`src/rtl/dttfp_pkg.sv`:
```
// Package for the decimal text to fixed-point converter.
// Holds the format constants, character codes, state and command types
// and the power-of-ten table. Has no dependencies.
`default_nettype none

package dttfp_pkg;

  localparam int IntBits       = 32;
  localparam int FracBits      = 16;
  localparam int MaxFracDigits = 9;
  localparam int OutBits       = IntBits + FracBits;

  // The integer magnitude never exceeds 2^(IntBits-1)-1.
  localparam int IntAccW  = IntBits - 1;
  localparam int FracDigW = 30;
  localparam int FracCntW = 4;
  localparam int StepCntW = $clog2(FracBits);

  localparam logic [IntAccW-1:0] IntLimit = {IntAccW{1'b1}};
  localparam logic [OutBits-1:0] MagMax   = {1'b0, {(OutBits - 1){1'b1}}};

  localparam logic [7:0] CharZero  = 8'h30;
  localparam logic [7:0] CharNine  = 8'h39;
  localparam logic [7:0] CharMinus = 8'h2D;
  localparam logic [7:0] CharPlus  = 8'h2B;
  localparam logic [7:0] CharPoint = 8'h2E;
  localparam logic [7:0] CharSpace = 8'h20;
  localparam logic [7:0] CharTab   = 8'h09;
  localparam logic [7:0] CharLf    = 8'h0A;
  localparam logic [7:0] CharVt    = 8'h0B;
  localparam logic [7:0] CharFf    = 8'h0C;
  localparam logic [7:0] CharCr    = 8'h0D;

  typedef enum logic [1:0] {
    PH_SPACE,
    PH_INT,
    PH_FRAC,
    PH_STOP
  } phase_e;

  typedef enum logic [1:0] {
    ST_PARSE,
    ST_PREP,
    ST_SCALE,
    ST_LOAD
  } ctrl_state_e;

  typedef struct packed {
    logic take_char;
    logic prep;
    logic div_step;
    logic load_out;
  } dp_cmd_t;

  typedef struct packed {
    logic need_div;
    logic div_last;
  } dp_status_t;

  function automatic logic [FracDigW-1:0] pow_ten(input logic [FracCntW-1:0] n);
    logic [FracDigW-1:0] p;
    case (n)
      4'd0:    p = 30'd1;
      4'd1:    p = 30'd10;
      4'd2:    p = 30'd100;
      4'd3:    p = 30'd1000;
      4'd4:    p = 30'd10000;
      4'd5:    p = 30'd100000;
      4'd6:    p = 30'd1000000;
      4'd7:    p = 30'd10000000;
      4'd8:    p = 30'd100000000;
      4'd9:    p = 30'd1000000000;
      default: p = 30'd1;
    endcase
    return p;
  endfunction

endpackage

`default_nettype wire

```
`src/rtl/dttfp_if.sv`:
```
// Valid/ready channel interfaces for the converter's input and output items.
// The output interface depends on dttfp_pkg for the output width.
`default_nettype none

interface dttfp_in_if;
  logic       valid;
  logic       ready;
  logic [7:0] char_code;
  logic       end_of_text;

  modport source (output valid, output char_code, output end_of_text, input ready);
  modport sink (input valid, input char_code, input end_of_text, output ready);
endinterface

interface dttfp_out_if;
  logic                                valid;
  logic                                ready;
  logic signed [dttfp_pkg::OutBits-1:0] value;
  logic                                overflow;

  modport source (output valid, output value, output overflow, input ready);
  modport sink (input valid, input value, input overflow, output ready);
endinterface

`default_nettype wire

```
`src/rtl/dttfp_ctrl.sv`:
```
// Controller of the converter: sequences parsing, fraction scaling and
// the output load, and owns both handshakes. Depends on dttfp_pkg.
`default_nettype none

module dttfp_ctrl (
  input  wire                        clk_i,
  input  wire                        rst_ni,
  input  wire                        in_valid_i,
  input  wire                        in_last_i,
  output logic                       in_ready_o,
  output logic                       out_valid_o,
  input  wire                        out_ready_i,
  output dttfp_pkg::dp_cmd_t         cmd_o,
  input  wire dttfp_pkg::dp_status_t status_i
);
  import dttfp_pkg::*;

  ctrl_state_e state_q, state_d;
  logic        out_valid_q, out_valid_d;
  logic        out_free;

  assign out_free = !out_valid_q || out_ready_i;

  always_ff @(posedge clk_i or negedge rst_ni) begin
    if (!rst_ni) begin
      state_q     <= ST_PARSE;
      out_valid_q <= 1'b0;
    end else begin
      state_q     <= state_d;
      out_valid_q <= out_valid_d;
    end
  end

  always_comb begin
    state_d    = state_q;
    cmd_o      = '0;
    in_ready_o = 1'b0;
    case (state_q)
      ST_PARSE: begin
        in_ready_o      = 1'b1;
        cmd_o.take_char = in_valid_i;
        if (in_valid_i && in_last_i) begin
          state_d = ST_PREP;
        end
      end
      ST_PREP: begin
        cmd_o.prep = 1'b1;
        state_d    = status_i.need_div ? ST_SCALE : ST_LOAD;
      end
      ST_SCALE: begin
        cmd_o.div_step = 1'b1;
        if (status_i.div_last) begin
          state_d = ST_LOAD;
        end
      end
      ST_LOAD: begin
        if (out_free) begin
          cmd_o.load_out = 1'b1;
          state_d        = ST_PARSE;
        end
      end
      default: state_d = ST_PARSE;
    endcase
  end

  always_comb begin
    out_valid_d = out_valid_q;
    if (cmd_o.load_out) begin
      out_valid_d = 1'b1;
    end else if (out_ready_i) begin
      out_valid_d = 1'b0;
    end
  end

  assign out_valid_o = out_valid_q;

  a_last_blocks_input: assert property (@(posedge clk_i) disable iff (!rst_ni)
    in_valid_i && in_ready_o && in_last_i |=> !in_ready_o)
    else $error("Input accepted right after the last character of a number.");

  a_out_held: assert property (@(posedge clk_i) disable iff (!rst_ni)
    out_valid_q && !out_ready_i |=> out_valid_q)
    else $error("Output item dropped before it was accepted.");

  a_ready_in_parse: assert property (@(posedge clk_i) disable iff (!rst_ni)
    in_ready_o |-> state_q == ST_PARSE)
    else $error("Input ready outside the parse state.");

endmodule

`default_nettype wire

```
`src/rtl/dttfp_dp.sv`:
```
// Datapath of the converter: character classifier, integer and fraction
// accumulators, a bit-serial fraction divider and the output register.
// Depends on dttfp_pkg.
`default_nettype none

module dttfp_dp (
  input  wire                                 clk_i,
  input  wire                                 rst_ni,
  input  wire  [7:0]                          char_code_i,
  input  wire dttfp_pkg::dp_cmd_t             cmd_i,
  output dttfp_pkg::dp_status_t               status_o,
  output logic signed [dttfp_pkg::OutBits-1:0] value_o,
  output logic                                overflow_o
);
  import dttfp_pkg::*;

  phase_e                phase_q, phase_d;
  logic                  neg_q, neg_d;
  logic                  sat_q, sat_d;
  logic [IntAccW-1:0]    acc_q, acc_d;
  logic [FracDigW-1:0]   fd_q, fd_d;
  logic [FracCntW-1:0]   fcnt_q, fcnt_d;

  logic [FracDigW-1:0]   rem_q, rem_d;
  logic [FracBits-1:0]   quot_q, quot_d;
  logic [StepCntW-1:0]   step_q, step_d;

  logic [OutBits-1:0]    value_q, value_d;
  logic                  ovf_q;

  logic                  is_space, is_digit, is_sign;
  logic [3:0]            digit;
  logic                  do_int, do_frac;
  logic [IntAccW+3:0]    int_prod;
  logic [FracDigW+3:0]   frac_prod;
  logic [FracDigW-1:0]   divisor;
  logic [FracDigW:0]     rem_shift;
  logic                  rem_ge;
  logic [OutBits-1:0]    mag;

  assign is_space = char_code_i inside {CharSpace, CharTab, CharLf, CharVt, CharFf, CharCr};
  assign is_digit = char_code_i inside {[CharZero:CharNine]};
  assign is_sign  = (char_code_i == CharMinus) || (char_code_i == CharPlus);
  assign digit    = char_code_i[3:0];

  assign int_prod  = ({4'd0, acc_q} << 3) + ({4'd0, acc_q} << 1) + (IntAccW + 4)'(digit);
  assign frac_prod = ({4'd0, fd_q} << 3) + ({4'd0, fd_q} << 1) + (FracDigW + 4)'(digit);

  always_comb begin
    phase_d = phase_q;
    neg_d   = neg_q;
    sat_d   = sat_q;
    acc_d   = acc_q;
    fd_d    = fd_q;
    fcnt_d  = fcnt_q;
    do_int  = 1'b0;
    do_frac = 1'b0;
    if (cmd_i.take_char) begin
      case (phase_q)
        PH_SPACE: begin
          if (is_space) begin
            phase_d = PH_SPACE;
          end else if (is_sign) begin
            neg_d   = (char_code_i == CharMinus);
            phase_d = PH_INT;
          end else if (is_digit) begin
            do_int  = 1'b1;
            phase_d = PH_INT;
          end else if (char_code_i == CharPoint) begin
            phase_d = PH_FRAC;
          end else begin
            phase_d = PH_STOP;
          end
        end
        PH_INT: begin
          if (is_digit) begin
            do_int = 1'b1;
          end else if (char_code_i == CharPoint) begin
            phase_d = PH_FRAC;
          end else begin
            phase_d = PH_STOP;
          end
        end
        PH_FRAC: begin
          if (is_digit) begin
            do_frac = 1'b1;
          end else begin
            phase_d = PH_STOP;
          end
        end
        default: phase_d = PH_STOP;
      endcase
    end
    if (do_int && !sat_q) begin
      if (int_prod > (IntAccW + 4)'(IntLimit)) begin
        acc_d = IntLimit;
        sat_d = 1'b1;
      end else begin
        acc_d = int_prod[IntAccW-1:0];
      end
    end
    if (do_frac && (fcnt_q < FracCntW'(MaxFracDigits))) begin
      fd_d   = frac_prod[FracDigW-1:0];
      fcnt_d = fcnt_q + 1'b1;
    end
    if (cmd_i.load_out) begin
      phase_d = PH_SPACE;
      neg_d   = 1'b0;
      sat_d   = 1'b0;
      acc_d   = '0;
      fd_d    = '0;
      fcnt_d  = '0;
    end
  end

  always_ff @(posedge clk_i or negedge rst_ni) begin
    if (!rst_ni) begin
      phase_q <= PH_SPACE;
      neg_q   <= 1'b0;
      sat_q   <= 1'b0;
      acc_q   <= '0;
      fd_q    <= '0;
      fcnt_q  <= '0;
    end else begin
      phase_q <= phase_d;
      neg_q   <= neg_d;
      sat_q   <= sat_d;
      acc_q   <= acc_d;
      fd_q    <= fd_d;
      fcnt_q  <= fcnt_d;
    end
  end

  // Restoring division of the fraction digits, shifted left by FracBits,
  // by the matching power of ten: one quotient bit per cycle.
  assign divisor   = pow_ten(fcnt_q);
  assign rem_shift = {rem_q, 1'b0};
  assign rem_ge    = rem_shift >= {1'b0, divisor};

  always_comb begin
    rem_d  = rem_q;
    quot_d = quot_q;
    step_d = step_q;
    if (cmd_i.prep) begin
      rem_d  = fd_q;
      quot_d = '0;
      step_d = StepCntW'(FracBits - 1);
    end else if (cmd_i.div_step) begin
      if (rem_ge) begin
        rem_d = FracDigW'(rem_shift - {1'b0, divisor});
      end else begin
        rem_d = rem_shift[FracDigW-1:0];
      end
      quot_d = {quot_q[FracBits-2:0], rem_ge};
      step_d = step_q - 1'b1;
    end
  end

  always_ff @(posedge clk_i) begin
    rem_q  <= rem_d;
    quot_q <= quot_d;
    step_q <= step_d;
  end

  assign status_o.need_div = (fcnt_q != '0) && !sat_q;
  assign status_o.div_last = (step_q == '0);

  always_comb begin
    if (sat_q) begin
      mag = MagMax;
    end else if (fcnt_q != '0) begin
      mag = {1'b0, acc_q, quot_q};
    end else begin
      mag = {1'b0, acc_q, {FracBits{1'b0}}};
    end
    value_d = neg_q ? (~mag + 1'b1) : mag;
  end

  always_ff @(posedge clk_i) begin
    if (cmd_i.load_out) begin
      value_q <= value_d;
      ovf_q   <= sat_q;
    end
  end

  assign value_o    = value_q;
  assign overflow_o = ovf_q;

  a_sat_holds_limit: assert property (@(posedge clk_i) disable iff (!rst_ni)
    sat_q |-> acc_q == IntLimit)
    else $error("Saturated flag set without the integer limit.");

  a_frac_count_bound: assert property (@(posedge clk_i) disable iff (!rst_ni)
    fcnt_q <= FracCntW'(MaxFracDigits) && fd_q < pow_ten(fcnt_q))
    else $error("Fraction digits out of range for their count.");

  a_rem_below_divisor: assert property (@(posedge clk_i) disable iff (!rst_ni)
    cmd_i.div_step |-> rem_q < divisor)
    else $error("Divider remainder reached the divisor.");

  a_reset_after_load: assert property (@(posedge clk_i) disable iff (!rst_ni)
    cmd_i.load_out |=> phase_q == PH_SPACE && acc_q == '0 && fcnt_q == '0 && !sat_q)
    else $error("Parse state not cleared after a result was loaded.");

endmodule

`default_nettype wire

```
`src/rtl/decimal_text_to_fixed_point.sv`:
```
// Decimal text to signed fixed-point converter, top level.
// Joins the controller and the datapath; depends on dttfp_pkg,
// dttfp_in_if, dttfp_out_if, dttfp_ctrl and dttfp_dp.
//
// Usage: the text of one number enters on in_i, one character per item,
// with end_of_text set on its last character. After that character one
// item leaves on out_o: value in 32.16 two's complement, truncated toward
// zero, and overflow when the integer part saturated.
// Throughput: one character per cycle while the input is open. After the
// last character the input stays closed through the PREP and LOAD states,
// and through the SCALE state too when kept fraction digits remain and
// the integer part did not saturate; there the bit-serial fraction divider
// makes one quotient bit per cycle. The result is loaded into the output
// register in the LOAD state, when that register is free.
// The output register parts the two sides: the next number's characters
// are accepted while a result waits. When the receiver stalls, the next
// number's last character holds the block until that result is taken.
// Reset clears the parse state and the output valid; the first item can
// be accepted as soon as reset is released.
`default_nettype none

module decimal_text_to_fixed_point (
  input wire          clk_i,
  input wire          rst_ni,
  dttfp_in_if.sink    in_i,
  dttfp_out_if.source out_o
);
  import dttfp_pkg::*;

  dp_cmd_t    cmd;
  dp_status_t status;

  dttfp_ctrl u_ctrl (
    .clk_i       (clk_i),
    .rst_ni      (rst_ni),
    .in_valid_i  (in_i.valid),
    .in_last_i   (in_i.end_of_text),
    .in_ready_o  (in_i.ready),
    .out_valid_o (out_o.valid),
    .out_ready_i (out_o.ready),
    .cmd_o       (cmd),
    .status_i    (status)
  );

  dttfp_dp u_dp (
    .clk_i       (clk_i),
    .rst_ni      (rst_ni),
    .char_code_i (in_i.char_code),
    .cmd_i       (cmd),
    .status_o    (status),
    .value_o     (out_o.value),
    .overflow_o  (out_o.overflow)
  );

endmodule

`default_nettype wire
```
`src/flat_wrapper.sv`:
```
// flat-port wrapper written by rule: the top's interface ports become plain ports
module decimal_text_to_fixed_point_flat import dttfp_pkg::*;
  (clk_i, rst_ni, in_i_valid, in_i_char_code, in_i_end_of_text, in_i_ready, out_o_valid, out_o_value, out_o_overflow, out_o_ready);
  dttfp_in_if in_i_i ();
  dttfp_out_if out_o_i ();
  input wire clk_i;
  input wire rst_ni;
  input wire logic [$bits(in_i_i.valid)-1:0] in_i_valid;
  input wire logic [$bits(in_i_i.char_code)-1:0] in_i_char_code;
  input wire logic [$bits(in_i_i.end_of_text)-1:0] in_i_end_of_text;
  output wire logic [$bits(in_i_i.ready)-1:0] in_i_ready;
  output wire logic [$bits(out_o_i.valid)-1:0] out_o_valid;
  output wire logic [$bits(out_o_i.value)-1:0] out_o_value;
  output wire logic [$bits(out_o_i.overflow)-1:0] out_o_overflow;
  input wire logic [$bits(out_o_i.ready)-1:0] out_o_ready;
  assign in_i_i.valid = in_i_valid;
  assign in_i_i.char_code = in_i_char_code;
  assign in_i_i.end_of_text = in_i_end_of_text;
  assign in_i_ready = in_i_i.ready;
  assign out_o_valid = out_o_i.valid;
  assign out_o_value = out_o_i.value;
  assign out_o_overflow = out_o_i.overflow;
  assign out_o_i.ready = out_o_ready;
  decimal_text_to_fixed_point u_core (.clk_i(clk_i), .rst_ni(rst_ni), .in_i(in_i_i), .out_o(out_o_i));
endmodule
```
`config.mk`:
```
export PLATFORM = sky130hd
export DESIGN_NAME = decimal_text_to_fixed_point_flat
export DESIGN_NICKNAME = d
export VERILOG_FILES = /design/src/rtl/dttfp_pkg.sv /design/src/rtl/dttfp_if.sv /design/src/rtl/dttfp_ctrl.sv /design/src/rtl/dttfp_dp.sv /design/src/rtl/decimal_text_to_fixed_point.sv /design/src/flat_wrapper.sv
export SDC_FILE = /design/constraint.sdc
export NUM_CORES = 1
export LEC_CHECK = 0
export BUFFER_PORTS_ARGS = -buffer_cell sky130_fd_sc_hd__buf_2
export CAP_MARGIN = 20
export CORE_ASPECT_RATIO = 0.9
export CORE_UTILIZATION = 45
export DETAILED_ROUTE_END_ITERATION = 6
export PLACE_DENSITY = 0.64
export SLEW_MARGIN = 20
export SYNTH_ARGS = -nofsm -noshare
export SYNTH_HDL_FRONTEND = slang
export SYNTH_SLANG_ARGS = --single-unit
export TNS_END_PERCENT = 1
```
`constraint.sdc`:
```
create_clock -name clk_i -period 7.7 [get_ports clk_i]
set_input_delay 1.54 -clock clk_i [delete_from_list [all_inputs] [get_ports clk_i]]
set_output_delay 1.54 -clock clk_i [all_outputs]
set_load 0.05 [all_outputs]
```
Yosys cells after proc, flatten, opt, wreduce, memory -nomap -nowiden

Memory sizes are Yosys's and may differ from the RTL's.
Cells that the tools add are included.

Register bits after elaboration: 171
Latch bits: 0
Bits in writable memories: 0
ROM bits: 480
Input port bits: 13
Output and inout bits: 51
Word-level logic and storage cells: 124
Memories kept: 1

Memories:

| name            | depth | width | read ports | clocked after Yosys merged registers in | wr ports | RTL line        | text |
|---|---|---|---|---|---|---|---|
| (no name shown) | 16    | 30    | 1          | 0                                       | 0        | dttfp_pkg.sv:62 | `case (n)` |

Add/sub/neg operators: 8
Multiply operators: 0
Divide/modulo/power cells: 0
Magnitude comparators: 5
Eq/ne operators: 20
Shift-type cells: 0
Muxes and demuxes: 50
Bitwise logic cells: 1
Reduce and logical (&&, ||, !) cells: 26

Operator list:

| cell                  | number |
|---|---|
| $mux 30               | 5 |
| $mux 31               | 3 |
| $add 48x1->48 const B | 1 |
| $mux 48               | 1 |
| $not 48->48           | 1 |
| $mux 47               | 1 |
| $eq 8x4->1 const B    | 5 |
| $add 34x32->35        | 1 |
| $add 35x4->35         | 1 |
| $gt 35x31->1 const B  | 1 |
| $eq 8x6->1 const B    | 4 |
| $ge 31x30->1          | 1 |
| $add 30x30->30        | 1 |
| $add 30x4->30         | 1 |
| $sub 30x30->30        | 1 |
| $mux 1                | 24 |
| $mux 2                | 10 |
| $mux 16               | 1 |
| $reduce_bool 2->1     | 8 |
| $ge 8x6->1 const B    | 1 |
| $le 8x6->1 const B    | 1 |
| $mux 4                | 2 |
| $pmux 2 s4            | 1 |
| $eq 2x2->1 const B    | 3 |
| 19 further kinds      | 31 |

Depth between registers and ports, before layout

Depth in word-level cells: 10
Mapped depth: 18
Gate-level depth less buffers: 15

Modules after synthesis

Synthesis repeated with hierarchy kept, for this count alone.

Cells, all modules: 1587
Area, all modules: 13907.1 sq um

Modules (own cells, without submodules):

| module     | times used | cells each | area an instance (sq um) | sequential area each (sq um) |
|---|---|---|---|---|
| dttfp_dp   | 1          | 1563       | 13665.6                  | 4499.3 |
| dttfp_ctrl | 1          | 24         | 241.5                    | 75.1 |

Least setup slack after synthesis

No wires, ideal clock.

Path type: input to register
From: input in_i_char_code[3]
To: register u_core.u_dp.acc_q[23]
Library setup time: 0.138 ns
Arrival: 4.758 ns
Required time: 7.562 ns
Path slack: 2.804 ns
Stages: 13
Path buffers: 1
Path through: inv_1 fa_1 fa_1 nand2b_1 a21oi_1 o21ai_0 o41ai_1 a21boi_0 o31ai_1 mux2i_1 nor4b_2 buf_2 a31oi_1

Word-level cells in the longest chain between the ends: 9
Elaborated cells between the ends (all ways): 25
Those cells by class: 1 x add/sub; 3 x order compare; 8 x eq/ne; 8 x mux; 5 x reduce/logical

Ends and longest elaborated chain:

| item                                                  | RTL line          | text |
|---|---|---|
| start: declaration                                    | flat_wrapper.sv:9 | `input wire logic [$bits(in_i_i.char_code)-1:0] in_i_char_code;` |
| branches (longest 9 deep; another with $add 35x4->35) | n/a               |  |
| end signal: assignment                                | dttfp_dp.sv:121   | `acc_q <= '0;` |
| end signal: assignment                                | dttfp_dp.sv:128   | `acc_q <= acc_d;` |
| end: declaration                                      | dttfp_dp.sv:20    | `logic [IntAccW-1:0] acc_q, acc_d;` |

Several ways; the timed one is not identified. The select of a mux whose other input is x is not followed.
A chain may end at the register's enable or synchronous reset.

Final worst setup path

From: input in_i_char_code[3]
To: register u_core.u_dp.acc_q[7]

Same word-level chain as after synthesis.

==> impl_results.md <==
* Io pins at 64
* CP required at 8.00 ns
* GP Congestion at around 0.95
* Worst Skew at around 0.013 ns
* Clock buffer depth at 2
* Launch point of the worst hold path: u_core.u_dp.step_q[3]$_SDFFE_PP1P_
* Placed cells at 1989
* Setup TNS Final at 0 ns
* EDFF count, synth at 79
* DIE WIDTH at 187.2 um
* Syn-to-layout area delta at 8.752%
* Worst R2R Start: u_core.u_dp.fcnt_q[3]$_DFFE_PN0P_
* Lkg Pwr at around 6.7 nW
* Die Area at 0.03159 mm^2
* Die height at between 150 and 200 um
* Syn_nets at roughly 1.8k
* # Post-CTS Setup Buffers at 0
* RSZ-0062 raised after global routing: no
* Period utilization at between 70% and 80%
* Startpoint types: input port
* Crit Path Max Fanout at 25
* Max_cap viols at 0
* # diodes at 0
* DRC Markers at 0
* Final #Nets at 1782
* Number of global-route vias before repair at 11.06k
* WL final at 35500 um
* Buf+Inv Stages, Crit Path at 3
* Via Count at 11.94k
* Reg clk slew, reported paths at 0.07 ns
* Post-cts resize count at 0
* Fmax at 182.4 MHz
* Pwr/cell area at 365.4 mW/mm^2
* CP startpoint: in_i_char_code[3]
* Worst path slowest cell: o41ai_1
* Global-route wire length before repair at 58280 um
* CTS Buf Count at 17
* Share of layout cells above drive strength 1 at 10.01%
* GRT Overall Usage at around 23%
* Post-route insts no fill at 2021
* Grt total ovfl at 0
* Cells after Synth at 1589
* Initial core utilization at between 40% and 50%
* Final hold slack at a little over 0.5 ns
* Min Tclk post-route at 5.481 ns
* Async SR Flop Fraction at roughly 42%
* Detailed Route Iter0 Violations at 984
* Dpl hpwl at 26400 um
* Cell Area, Synth at 0.01390 mm^2
* Arrival time at the worst endpoint at 5.78 ns
* Synth warnings at 0
* CP dominant cell by count: fa_1
* Fin. max-slew vios at 0
* Vias/cell at 5.908
* Clock Root Buffer: clkbuf_16
* Depth of the CTS H-tree at 4
* Core Box Area at about 0.030 mm^2
* TritonRoute pass-1 iters at 5
* Setup CP Type: input port to flop
* Clock sink total at 171
* Latest clock arrival within the worst-skew pair at ~0.45 ns
* Worst-margin pin slew at 0.9504 ns
* Final worst slack at 2.219 ns
* Delay-heaviest family, CP: compound AO/OA/AOI/OAI gates
* HP Class: flop to flop
* Initial antenna violation count at 0
* Sequential share of the synthesized area at about 33%
* CTS tree: built
* Remaining antenna violation count at 0
* Placed Area at about 0.015 mm^2
* Final hold vios at 0
* DP Worst Slack at between 1.5 and 2 ns
* Fin area at 0.01511 mm^2
* Cts hold-fix bufs at 0
* Number of port buffers at 63
* Row Count at 60
* Number of distinct library cells after synthesis at 74
* Post-synthesis register bit count at approximately 170
* Crit-path cells: buf_2 -> inv_1 -> fa_1 -> fa_1 -> nand2b_1 -> a21oi_1 -> o21ai_0 -> o41ai_1 -> a21boi_0 -> o31ai_1 -> mux2i_1 -> nor4b_4 -> buf_4 -> a31oi_1
* Max_slew headroom at 36.64%
* Max IR drop VDD at 0.0001981 V
* Setup Viol. Count Final at 0
* Predominant post-synthesis flop cell: edfxtp_1
* Largest net degree at the start of global routing at 73
* Kind of end point of the critical path: flop
* Drt wl/cell at around 18 um
* Avg Cell Area, Syn at 8.745 um^2
* CP max stage delay at 0.54 ns
* Status: finished, final reports clean
==> through the flow <==
step | total power, mW | util (%)
2_1_floorplan | 3.923 | -
3_3_place_gp | 4.581 | 48.27
3_5_place_dp | 4.634 | 48.27
4_1_cts | 5.527 | 50.19
5_1_grt | 5.914 | 50.20
6_report | 5.522 | 50.20
==> placed cells by master, fill, tap and decap left out, types with 40 or more instances in the layout <==
master	synthesis	layout
a21o_1	40	40
ha_1	159	157
a21oi_1	166	166
edfxtp_1	79	79
buf_2	4	62
a31oi_1	41	41
o21ai_0	116	116
nand2_1	156	156
xnor2_1	47	47
xor2_1	54	54
dfrtp_1	72	70
nor2_1	127	127
==> tightest hold or removal path: stages (launching register included) <==
cell	delay [ns]
dfxtp_1	0.35
xnor2_1	0.08
nand2b_1	0.06
==> cell families (layout without fill, tap and decap cells) <==
group,Yosys count,count (layout),synth area share [%]
xor+xnor,101,101,6.366
fa+ha+maj,164,164,15.04
mux,53,53,4.079
compound gates,488,488,21.35
flops,171,171,32.92
simple gates,492,492,16.91
buf+inv,120,149,3.340
==> worst paths after layout <==
path	endpoint	slack, ns	depth (start not counted)
min	u_core.u_dp.step_q[3]$_SDFFE_PP1P_	0.52	2
max reg2reg	u_core.u_dp.rem_q[20]$_DFFE_PP_	2.67	15
max in group asynchronous	u_core.u_dp.sat_q$_DFFE_PN0P_	5.80	1
min reg2reg	u_core.u_dp.step_q[3]$_SDFFE_PP1P_	0.52	2
min in group asynchronous	u_core.u_dp.fd_q[12]$_DFFE_PN0P_	1.24	1
max	u_core.u_dp.acc_q[7]$_DFFE_PN0P_	2.22	14
==> per-layer routing <==
metal	share of wire (%)	wire, um	track usage (%)
met5	0	0	0
met1	51	18030	34.26
met4	1.2	440	6.058
met3	5.0	1787	3.214
met2	43	15240	33.99
==> power by group <==
part           switching, mW  internal, mW
Sequential             0.168          1.38
Combinational           1.93          1.17
Clock                  0.429         0.442
Total                   2.53          2.99
==> cells in the mapped netlist (all sizes together), types with 39 or more instances <==
cell    count  area share (%)
a21o       40             2.2
a21oi     166             6.0
a31oi      41             1.8
clkbuf     71             1.9
dfrtp      72              13
edfxtp     79              17
ha        159              14
inv        39             1.1
nand2     156             4.2
nor2      127             3.4
o21ai     117             4.2
xnor2      47             3.0
xor2       54             3.4
==> flip-flops by register name (all words and copies together), names as in the netlist <==
| name | cells |
|---|---|
| u_core.u_dp.step_q | 4 |
| u_core.u_dp.sat_q | 1 |
| u_core.u_ctrl.state_q | 2 |
| u_core.u_dp.overflow_o | 1 |
| u_core.u_dp.fd_q | 30 |
| u_core.u_dp.fcnt_q | 4 |
| u_core.u_dp.neg_q | 1 |
| u_core.u_dp.acc_q | 31 |
| u_core.u_dp.value_o | 48 |
| u_core.u_ctrl.out_valid_o | 1 |
| u_core.u_dp.phase_q | 2 |
| u_core.u_dp.rem_q | 30 |
| u_core.u_dp.quot_q | 16 |
==> final cells by class <==
type / count / area (um^2)
well taps: 403 / 504.2
flip-flops and latches: 171 / 4577
repair buffers: 77 / 422.9
clock inverters: 14 / 140.1
fillers: 2839 / 14990
multi-input cells: 1298 / 8877
clock buffers: 18 / 439.2
inverters: 40 / 151.4
(Power assumes the default switching activity.)
